--- src/rtl/wrmqa_pkg.sv ---
// Types and constants of the weighted ReLU attention logit core.
`default_nettype none

package wrmqa_pkg;

   localparam int VALUE_W     = 16;
   localparam int ACC_W       = 40;
   localparam int LOGIT_W     = 48;
   localparam int POS_W       = 16;
   localparam int CMD_W       = 2;
   localparam int HEAD_W      = 3;
   localparam int DIM_W       = 6;
   localparam int HEADS_CFG_W = 4;
   localparam int FRAC_SHIFT  = 12;

   localparam logic [HEADS_CFG_W-1:0] HEADS_RESET = 4'd8;

   typedef enum logic [CMD_W-1:0] {
      CMD_QUERY  = 2'd0,
      CMD_WEIGHT = 2'd1,
      CMD_KEY    = 2'd2,
      CMD_IGNORE = 2'd3
   } cmd_type;

   typedef enum logic [1:0] {
      ST_IDLE,
      ST_MAC,
      ST_FIN,
      ST_WAIT
   } state_type;

   typedef struct packed {
      logic shift;
      logic clear;
      logic wr;
   } cell_ctrl_type;

endpackage

`default_nettype wire

--- src/rtl/wrmqa_cell.sv ---
// One head cell of the rotating ring: accumulator and head weight.
`default_nettype none

module wrmqa_cell (
   input  logic                                  clock,
   input  logic                                  reset,
   input  wrmqa_pkg::cell_ctrl_type              ctrl,
   input  logic signed [wrmqa_pkg::ACC_W-1:0]    acc_nb,
   input  logic signed [wrmqa_pkg::VALUE_W-1:0]  wt_nb,
   input  logic signed [wrmqa_pkg::VALUE_W-1:0]  wt_wdata,
   output logic signed [wrmqa_pkg::ACC_W-1:0]    acc_out,
   output logic signed [wrmqa_pkg::VALUE_W-1:0]  wt_out
);
   import wrmqa_pkg::*;

   logic signed [ACC_W-1:0]   acc_ff;
   logic signed [VALUE_W-1:0] wt_ff;

   always_ff @(posedge clock) begin
      if (reset) begin
         acc_ff <= '0;
      end else if (ctrl.clear) begin
         acc_ff <= '0;
      end else if (ctrl.shift) begin
         acc_ff <= acc_nb;
      end
   end

   // Weight has no reset value; take a load or follow the ring.
   always_ff @(posedge clock) begin
      if (ctrl.wr) begin
         wt_ff <= wt_wdata;
      end else if (ctrl.shift) begin
         wt_ff <= wt_nb;
      end
   end

   assign acc_out = acc_ff;
   assign wt_out  = wt_ff;

endmodule

`default_nettype wire

--- config.mk ---
export PLATFORM = sky130hd
export DESIGN_NAME = wrmqa_cell
export DESIGN_NICKNAME = d
export VERILOG_FILES = /design/src/rtl/wrmqa_pkg.sv /design/src/rtl/wrmqa_cell.sv
export SDC_FILE = /design/constraint.sdc
export NUM_CORES = 1
export LEC_CHECK = 0
export BUFFER_PORTS_ARGS = -buffer_cell sky130_fd_sc_hd__buf_2
export CORE_MARGIN = 2
export CORE_UTILIZATION = 38
export DETAILED_ROUTE_END_ITERATION = 8
export PLACE_DENSITY = 0.75
export SETUP_SLACK_MARGIN = 0.02
export SYNTH_ARGS = -nofsm -noshare
export SYNTH_HDL_FRONTEND = slang
export SYNTH_SLANG_ARGS = --single-unit
--- constraint.sdc ---
create_clock -name clock -period 1.2 [get_ports clock]
set_clock_uncertainty 0.1 [all_clocks]
set_input_delay 0.12 -clock clock [delete_from_list [all_inputs] [get_ports clock]]
set_output_delay 0.12 -clock clock [all_outputs]
set_load 0.05 [all_outputs]
==> run metrics <==
met2 usage 0.305; max-slew violations 0; Avg WL per Cell 12.5 um; Crit Path Class reg2out; CTS Buf Count 5; sequential share of the synthesized area 0.584; fill cell count between 400 and 500; Req. time, crit path ~0.98 ns; CP Launch Type flop; cell area after layout roughly 0.0034 sq mm; post-synth top area cell dfxtp_1; DP Wirelength between 3000 and 4000 um; Core Footprint about 0.0055 sq mm; post-route clock period utilization 0.953; IO buf count ~130; Final Hold Viols 0; crit path capture type primary output; most common cell after layout, fill and taps aside buf_2; Critical path buffers and inverters 1; Syn Area/Cell around 13 sq um; Vert. Die Dim 80.0 um; I/O pin cnt 133; via-per-instance ratio between 4 and 5; Synth cell types 10; Initial DRC Count 55; num rows 27; met3 usage 0.0407; drt drc 0; Setup TNS 0 ns; Max stage delay on crit path between 0.3 and 0.4 ns; clk root buf clkbuf_8; # H-tree levels 2; syn nets around 240; Detailed Routing Iterations Pass 1 4; DP Worst Slack 0.0879 ns; Nets about 420; Max clock buf depth 2; layout cell share with drive strength beyond 1 0.477; pin count of the biggest net entering global routing 29; Peak Freq between 0.8 and 0.9 GHz; CTS tree built; Tot GR Track Use 0.161; routing usage on met1 0.166; delay-heaviest family, CP flip-flops; most frequent cells in the layout 123 x buf_2, 43 x dlygate4sd3_1, 40 x mux2i_1, 40 x dfxtp_1, 39 x nor2_1; via count ~1800; Layout Cells excl Fill slightly above 400; Synth Register Bits 56; min cycle time layout 1.14 ns; top cells by area, synth dfxtp_1 37%, edfxtp_1 22%, mux2i_1 18%, nor2_1 6.7%, mux2_4 6.2%; Synth top area share 0.365; Ys Warns 0; clock sinks between 50 and 60; Antenna diodes 0; maximum vdd drop approximately 0.00065 V; worst-skew pair later-pin latency approximately 0.3 ns; max_cap viols 0; Die W approximately 80 um; Placed Instances 363; hold_ws ~0.012 ns; Worst Path Arrival just over 0.9 ns; RSZ-0062 raised after global routing no; P_leak ~1.7 nW; final setup violation count 0; RD Place Congestion around 0.83; relative slew slack 0.815; Post-Syn Instances about 170; cell breakdown of the critical path buf_2; Least-Margin Pin Slew ~0.28 ns; first-pass GRT wire length between 7000 and 8000 um; Most Crowded Layer GR met2; critical-path maximum fanout 2; Area growth syn-to-layout 57.0%; CTS clock-pin slew for the worst setup and hold paths roughly 0.1 ns; Die ar. ~0.0064 sq mm; global route overflow 0; Mapped Area 0.00219 sq mm; vias in the first global route between 1500 and 2000; Power Dens Cells around 1200 mW/mm^2; CP max stage cell dfxtp_1; PnR worst setup slack between 0.05 and 0.06 ns; Total Routed Length just over 5000 um; status finished, final reports clean; Min-Delay Path Class in2reg; placed cell area around 0.0029 sq mm; Starting Density 0.396; initial antenna violation count 0; Final ANT Viol Nets 0
[state kept, by name, indices dropped and copies added, names as in the netlist]
signal and cells:
wt_out 16, acc_out 40
[per-layer routing]
layer | share of wire | routed length [um] | up-vias
li1 | - | - | 915
met1 | 0.38 | 1950 | 827
met2 | 0.55 | 2840 | 71
met3 | 0.061 | 318 | 8
met4 | 0.015 | 78 | 0
met5 | 0 | 0 | -
[through the flow]
stage / utilization / power (W)
global placement: 0.519 / 0.00298
CTS: 0.613 / 0.00432
detailed placement: 0.519 / 0.00300
finish: 0.621 / 0.00427
floorplan: - / 0.00276
global route: 0.621 / 0.00446
[area by class of cell]
class	instances	area, sq um	area share
flip-flops and latches	56	1280	0.372
multi-input cells	98	782	0.227
clock inverters	3	42.5	0.0124
well taps	72	90.1	0.0262
clock buffers	5	68.8	0.0200
repair buffers	180	1180	0.342
[Yosys cell counts]
library cell,n
buf_4,1
or2_1,2
nor2_1,39
nor2_2,1
edfxtp_1,16
mux2_4,9
dfxtp_1,40
buf_6,11
mux2_2,7
mux2i_1,40
[power breakdown]
part	total (W)	switching (W)	internal, W	leakage [nW]
Clock	0.00121	0.000587	0.000618	0.0541
Combinational	0.000977	0.000585	0.000392	1.18
Sequential	0.00209	0.0000347	0.00206	0.489
[worst register-to-register path, delay by kind of cell (launching register included)]
family	cells	cell delay [ns]
flip-flops	1	0.32
AND/OR/NAND/NOR	1	0.05
multiplexers	1	0.15
[final timing paths]
check	from	endpoint	slack, ns	depth (start not counted)
worst max-delay path	acc_out[29]$_SDFFE_PP0P_	acc_out[29]	0.06	1
worst min-delay path	wt_wdata[12]	wt_out[12]$_DFFE_PP_	0.01	2
worst max register to register	acc_out[16]$_SDFFE_PP0P_	acc_out[16]$_SDFFE_PP0P_	0.47	2
worst min register to register	acc_out[20]$_SDFFE_PP0P_	acc_out[20]$_SDFFE_PP0P_	0.39	2
[cells by family (layout without fill, tap and decap cells)]
| group | after synthesis | in the layout | share of synthesized area |
|---|---|---|---|
| buffers and inverters | 12 | 188 | 0.0599 |
| DFF | 56 | 56 | 0.584 |
| and+or+nand+nor | 42 | 42 | 0.0753 |
| muxes | 56 | 56 | 0.280 |
[timing repair]
item                                    in CTS  in global routing
resized for setup                            0                 10
setup buffers                                0                  0
hold buffers                                41                  2
endpoints found under the setup margin       0                  9
hold endpoints to repair                    41                  2
Note: power is estimated with default switching activity, not from simulation.
